**config.mk**
```make
export PLATFORM = sky130hd
export DESIGN_NAME = rpe_ctrl
export DESIGN_NICKNAME = d
export VERILOG_FILES = /design/src/rpe_pkg.sv /design/src/rpe_ctrl.sv
export SDC_FILE = /design/constraint.sdc
export NUM_CORES = 1
export LEC_CHECK = 0
export ABC_AREA = 1
export BUFFER_PORTS_ARGS = -buffer_cell sky130_fd_sc_hd__buf_2
export CORE_UTILIZATION = 34
export CTS_CLUSTER_DIAMETER = 120
export CTS_CLUSTER_SIZE = 10
export DETAILED_ROUTE_END_ITERATION = 10
export PLACE_DENSITY_LB_ADDON = 0.08
export SLEW_MARGIN = 20
export SYNTH_ARGS = -nofsm -noshare
export SYNTH_HDL_FRONTEND = slang
export SYNTH_SLANG_ARGS = --single-unit
```
**constraint.sdc**
```tcl
create_clock -name i_clk -period 3.3 [get_ports i_clk]
set_input_delay 0.66 -clock i_clk [delete_from_list [all_inputs] [get_ports i_clk]]
set_output_delay 0.66 -clock i_clk [all_outputs]
set_load 0.02 [all_outputs]
```
**src/rpe_pkg.sv**
```systemverilog
// Shared constants and controller/datapath interface types for the Prewitt edge block.
package rpe_pkg;

    localparam int MAX_WIDTH  = 1024;
    localparam int MAX_HEIGHT = 4096;
    localparam int COL_W      = 10;
    localparam int ROW_W      = 12;
    localparam int FW_W       = 11;
    localparam int FH_W       = 13;
    localparam int PIX_W      = 24;
    localparam int ABS_W      = 10;
    localparam int SQ_W       = 21;
    localparam int OP_W       = 17;
    localparam int STEP_W     = 3;

    localparam logic [FW_W-1:0] FW_RESET = 11'd640;
    localparam logic [FH_W-1:0] FH_RESET = 13'd480;
    localparam logic [FW_W-1:0] FW_MIN   = 11'd3;
    localparam logic [FW_W-1:0] FW_MAX   = 11'd1024;
    localparam logic [FH_W-1:0] FH_MIN   = 13'd3;
    localparam logic [FH_W-1:0] FH_MAX   = 13'd4096;

    localparam logic [STEP_W-1:0] ROOT_LAST = 3'd7;
    localparam logic [OP_W-1:0]   ROOT_ONE  = 17'h04000;
    localparam logic [7:0]        EDGE_SAT  = 8'd255;

    // Register indexes, taken from paddr[2].
    localparam logic REG_FRAME_WIDTH  = 1'b0;
    localparam logic REG_FRAME_HEIGHT = 1'b1;

    typedef struct packed {
        logic accept;
        logic step;
        logic square;
        logic root;
        logic load;
    } t_cmd;

    typedef struct packed {
        logic emit;
        logic out_free;
    } t_sts;

endpackage

```
**src/rpe_ctrl.sv**
```systemverilog
// Sequencer that steps one pixel through read, gradient, squaring, square root and output load.
module rpe_ctrl (
    input  logic          i_clk,
    input  logic          i_rst_n,
    input  logic          i_valid,
    output logic          o_ready,
    input  rpe_pkg::t_sts i_sts,
    output rpe_pkg::t_cmd o_cmd
);

    typedef enum logic [5:0] {
        S_IDLE   = 6'b000001,
        S_READ   = 6'b000010,
        S_SQUARE = 6'b000100,
        S_ROOT   = 6'b001000,
        S_HOLD   = 6'b010000,
        S_SPARE  = 6'b100000
    } t_state;

    t_state                      r_state, n_state;
    logic [rpe_pkg::STEP_W-1:0]  r_step, n_step;

    always_comb begin
        n_state = r_state;
        n_step  = r_step;
        o_cmd   = '0;
        o_ready = 1'b0;
        unique case (r_state)
            S_IDLE: begin
                o_ready = 1'b1;
                if (i_valid) begin
                    o_cmd.accept = 1'b1;
                    n_state      = S_READ;
                end
            end
            S_READ: begin
                o_cmd.step = 1'b1;
                n_state    = i_sts.emit ? S_SQUARE : S_IDLE;
            end
            S_SQUARE: begin
                o_cmd.square = 1'b1;
                n_step       = '0;
                n_state      = S_ROOT;
            end
            S_ROOT: begin
                o_cmd.root = 1'b1;
                n_step     = r_step + 1'b1;
                if (r_step == rpe_pkg::ROOT_LAST) begin
                    n_state = S_HOLD;
                end
            end
            S_HOLD: begin
                if (i_sts.out_free) begin
                    o_cmd.load = 1'b1;
                    n_state    = S_IDLE;
                end
            end
            default: begin
                n_state = S_IDLE;
            end
        endcase
    end

    always_ff @(posedge i_clk) begin
        if (!i_rst_n) begin
            r_state <= S_IDLE;
            r_step  <= '0;
        end else begin
            r_state <= n_state;
            r_step  <= n_step;
        end
    end

`ifndef SYNTHESIS
    a_root_ends: assert property (@(posedge i_clk) disable iff (!i_rst_n)
        (r_state == S_ROOT && r_step == rpe_pkg::ROOT_LAST) |=> (r_state == S_HOLD))
        else $error("root iteration did not finish after the last step");
    a_no_emit_idle: assert property (@(posedge i_clk) disable iff (!i_rst_n)
        (r_state == S_READ && !i_sts.emit) |=> (r_state == S_IDLE))
        else $error("border pixel did not return to idle");
    a_load_free: assert property (@(posedge i_clk) disable iff (!i_rst_n)
        o_cmd.load |-> i_sts.out_free)
        else $error("output register loaded while occupied");
`endif

endmodule

```
# Yosys cells after proc, flatten, opt, wreduce, memory -nomap -nowiden
# Cells that the tools add are included.
# totals
regBits	9
latch_bits	0
ramBits	0
rom_bits	0
in_bits	5
output_inout_bits	6
word_cells	28
mem_count	0
# classes
n_addsub	1
multipliers	0
n_div	0
order_cmp	0
eq_ne	9
shifts	0
muxes	14
bitwise	0
reduce_logical	2
# ops
op	count
case mux 6 bit (5 select lines)	1
two-way mux 6 bit	3
two-way mux 1 bit	8
equality test 6 x 1 -> 1 bit, second input constant	1
equality test 6 x 2 -> 1 bit, second input constant	1
equality test 6 x 3 -> 1 bit, second input constant	1
equality test 6 x 4 -> 1 bit, second input constant	1
equality test 6 x 5 -> 1 bit, second input constant	1
!= test 2 bit, second input constant	3
case mux 3 bit (2 select lines)	1
adder 3 x 1 -> 3 bit, second input constant	1
equality test 3 bit, second input constant	1
two-way mux 3 bit	1
AND reduction 3 bit	1
nonzero test 2 bit	1

# Longest topological paths before layout
# depth
depth_word	3
mapped_depth	8
mapped_depth_nobuf	8

# Least setup slack after synthesis
# Ideal clock, no wire load.
# synth_timing
path_kind	in2out
from	input i_valid
to	output o_cmd[4] (netlist bit)
arrival_time_ns	1.007
t_required_ns	2.640
slack_ns	1.633
stages	2
n_path_buf	0
cell_sequence	inv_1 -> nor2_1
# synth_lines
item	line_no	text
start, declared	rpe_ctrl.sv:5	input logic i_valid,
end, declared	rpe_ctrl.sv:8	output rpe_pkg::t_cmd o_cmd

==> flow_metrics.py <==
metrics = {
    "run_status": {
        "status": "finished clean",
    },
    "grt": {
        "grt_overflow": 0,
        "grt_pass1_vias": 370,
        "grt_pass1_wl_mm": 1.55,
        "grt.total_usage": 0.153,
        "antenna_found_initial": 0,
        "grt_max_degree": 7,
    },
    "worst_setup_path": {
        "path_max_fanout": 3,
        "r2r_end": "r_state[0]",
        "worst_setup_path_start_kind": "flip-flop",
        "rr_startpoint": "r_step[0]",
        "r2r_cells": 8,
        "cp.required_ns": 2.64,
        "cp-startpoint": "r_state[2]",
        "critPathCaptureType": "primary output",
        "rrSetupSlack_ns": 2.08,
        "critPathKind": "reg -> out",
        "critPathArrivalTime_ns": 1.24,
    },
    "timing": {
        "clock_skew_ns": 0.00592,
        "max_freq_mhz": 526,
        "fin_crit_ns": 1.90,
        "rsz0062_at_grt": "no",
        "hold_violations": 0,
        "tightest_slew_ns": 0.258,
        "finalCritPeriodShare": 0.576,
        "setup_violations": 0,
        "drv_slew": 0,
        "maxSlewHeadroom": 0.827,
        "tns_ns": 0,
    },
    "worst_hold_path": {
        "hold_path.class": "reg -> reg",
        "worstHoldPathCells": 2,
        "holdPathEnd": "r_step[1]",
        "hp-start": "r_step[1]",
    },
    "pwr": {
        "comb_power_share": 0.255,
        "p_leak_nw": 0.311,
        "sw_frac_of_total": 0.338,
        "p_clk_frac": 0.308,
        "power_density_nw_per_um2": 438,
        "seqPwrFrac": 0.437,
        "p_total_mw": 0.251,
        "max-vdd-ir-drop_uv": 234,
        "switching_power_mw": 0.0849,
        "intPower_mw": 0.166,
    },
    "layout": {
        "final_cell_mix": "nand2_1, nor2_1, buf_2, inv_1, dfxtp_1",
        "drive_above_1_share": 0.321,
        "multi_input_area_sq_um": 268,
        "antenna_cells": 0,
        "seqCellArea_sq_um": 160,
        "fillers": 154,
        "nets": 93,
        "fin_area_sq_um": 573,
        "final_common_cell": "nand2_1",
        "area_growth_pct": 17.1,
    },
    "detailed_routing": {
        "via_per_inst": 4.62,
        "drtAntennaViolNets": 0,
        "vias": 457,
        "dr.first_iter.drc_count": 2,
        "drt-total-wl_um": 970,
        "firstDrtPassIters": 4,
        "wl_per_cell_um": 9.80,
        "route.detailed.drc": 0,
    },
    "run": {
        "drv_cap": 0,
    },
    "floorplanning": {
        "design.core.area_sq_um": 1320,
        "boundaryPins": 11,
        "die_y_um": 39.9,
        "die_x_um": 39.9,
        "rows": 13,
        "initial_utilization": 0.371,
        "dieArea_sq_um": 1590,
    },
    "cts": {
        "cts_root_buf": "clkbuf_4",
        "cts_made_buffers": 3,
        "cts_tree": "done",
        "cts.sinks": 8,
        "h-tree-depth": 1,
        "cts_resized": 0,
        "clock_path_buffers": 2,
        "worstSkewPairLatency_ns": 0.26,
        "ctsHoldBuffers": 0,
        "post_cts_buffers": 0,
        "clk_pin_slew_worst_paths_ns": 0.06,
    },
    "yosys": {
        "syn-cell-area_sq_um": 489,
        "synthTopCellsByArea": "dfxtp_1, nand2_1, nor2_1, inv_1, ha_1",
        "syn_area_per_cell_sq_um": 6.79,
        "ys_seq_area_frac": 0.327,
        "syn_inst": 72,
        "ys_types": 20,
        "ys_ff_latch": 8,
        "yosysWarnings": 0,
        "synth_nets": 79,
        "yosysTopAreaCellShare": 0.327,
        "synth_top_area_cell": "dfxtp_1",
    },
    "placed_design": {
        "gp_congestion": 0.774,
        "dp_hpwl_um": 794,
        "dpl-instance-area_sq_um": 551,
        "io_buffers": 10,
    },
}
==> per-stage QoR <==
step | setup WS [ns] | util | hold WS, ns | cells
finish | 1.40 | 0.435 | 0.471 | 99
global placement | 1.60 | 0.418 | 0.460 | 96
CTS | 1.37 | 0.435 | 0.474 | 99
detailed placement | 1.60 | 0.418 | 0.467 | 96
global route | 1.30 | 0.435 | 0.502 | 99
floorplan | 1.63 | - | 0.448 | 72
==> registers in the layout, summed over array words and instances (netlist names) <==
signal,flops
r_state,5
r_step,3
==> worst max-delay path, stage by stage (launching register included) <==
cell     delay (ns)
dfxtp_1        0.34
inv_1          0.08
nand2_1        0.09
nor2_2         0.13
nand2_1        0.10
nor2_1         0.09
buf_2          0.16
==> synthesized netlist by cell type (all sizes together) <==
| cell | number |
|---|---|
| nor3 | 1 |
| nor4 | 1 |
| a21oi | 4 |
| inv | 13 |
| clkinv | 1 |
| nand2 | 16 |
| ha | 2 |
| o21ai | 2 |
| nand3 | 3 |
| nand3b | 1 |
| nand4 | 3 |
| nor2 | 16 |
| buf | 1 |
| dfxtp | 8 |
==> power by group through the flow <==
stage          Combinational (mW)  Clock, mW  Sequential (mW)
3_3_place_gp               0.0649          0            0.112
3_5_place_dp               0.0648          0            0.112
4_1_cts                    0.0649     0.0810            0.110
6_report                   0.0641     0.0772            0.110
2_1_floorplan              0.0496          0            0.110
5_1_grt                    0.0750     0.0839            0.111
==> how the worst max path moves through the flow <==
stage                     to  slack, ns  depth (start not counted)
floorplan           o_cmd[4]       1.63                          2
global placement    o_cmd[0]       1.60                          4
detailed placement  o_cmd[4]       1.60                          4
CTS                 o_cmd[4]       1.37                          6
global route        o_cmd[4]       1.30                          6
finish              o_cmd[4]       1.40                          6
==> cell type report <==
class                           count  share of cell area
Multi-Input combinational cell     49               0.467
Timing Repair Buffer               10              0.0873
Inverter                           14              0.0939
Tap cell                           15              0.0328
Sequential cell                     8               0.279
Clock buffer                        3              0.0393
==> layer usage <==
layer | share of wire | GRT usage | vias to the layer above
li1 | - | - | 251
met1 | 0.51 | 0.208 | 193
met2 | 0.43 | 0.214 | 9
met3 | 0.040 | 0.0333 | 4
met4 | 0.018 | 0.103 | 0
met5 | 0 | 0 | -
==> cell families after synthesis <==
logic type                 count (synthesis)  synth area share
buffers and inverters                     15             0.125
DFF                                        8             0.327
and+or+nand+nor                           41             0.427
adders and majority gates                  2            0.0511
AOI/OAI and AO/OA                          6            0.0690
(Power assumes the default switching activity.)
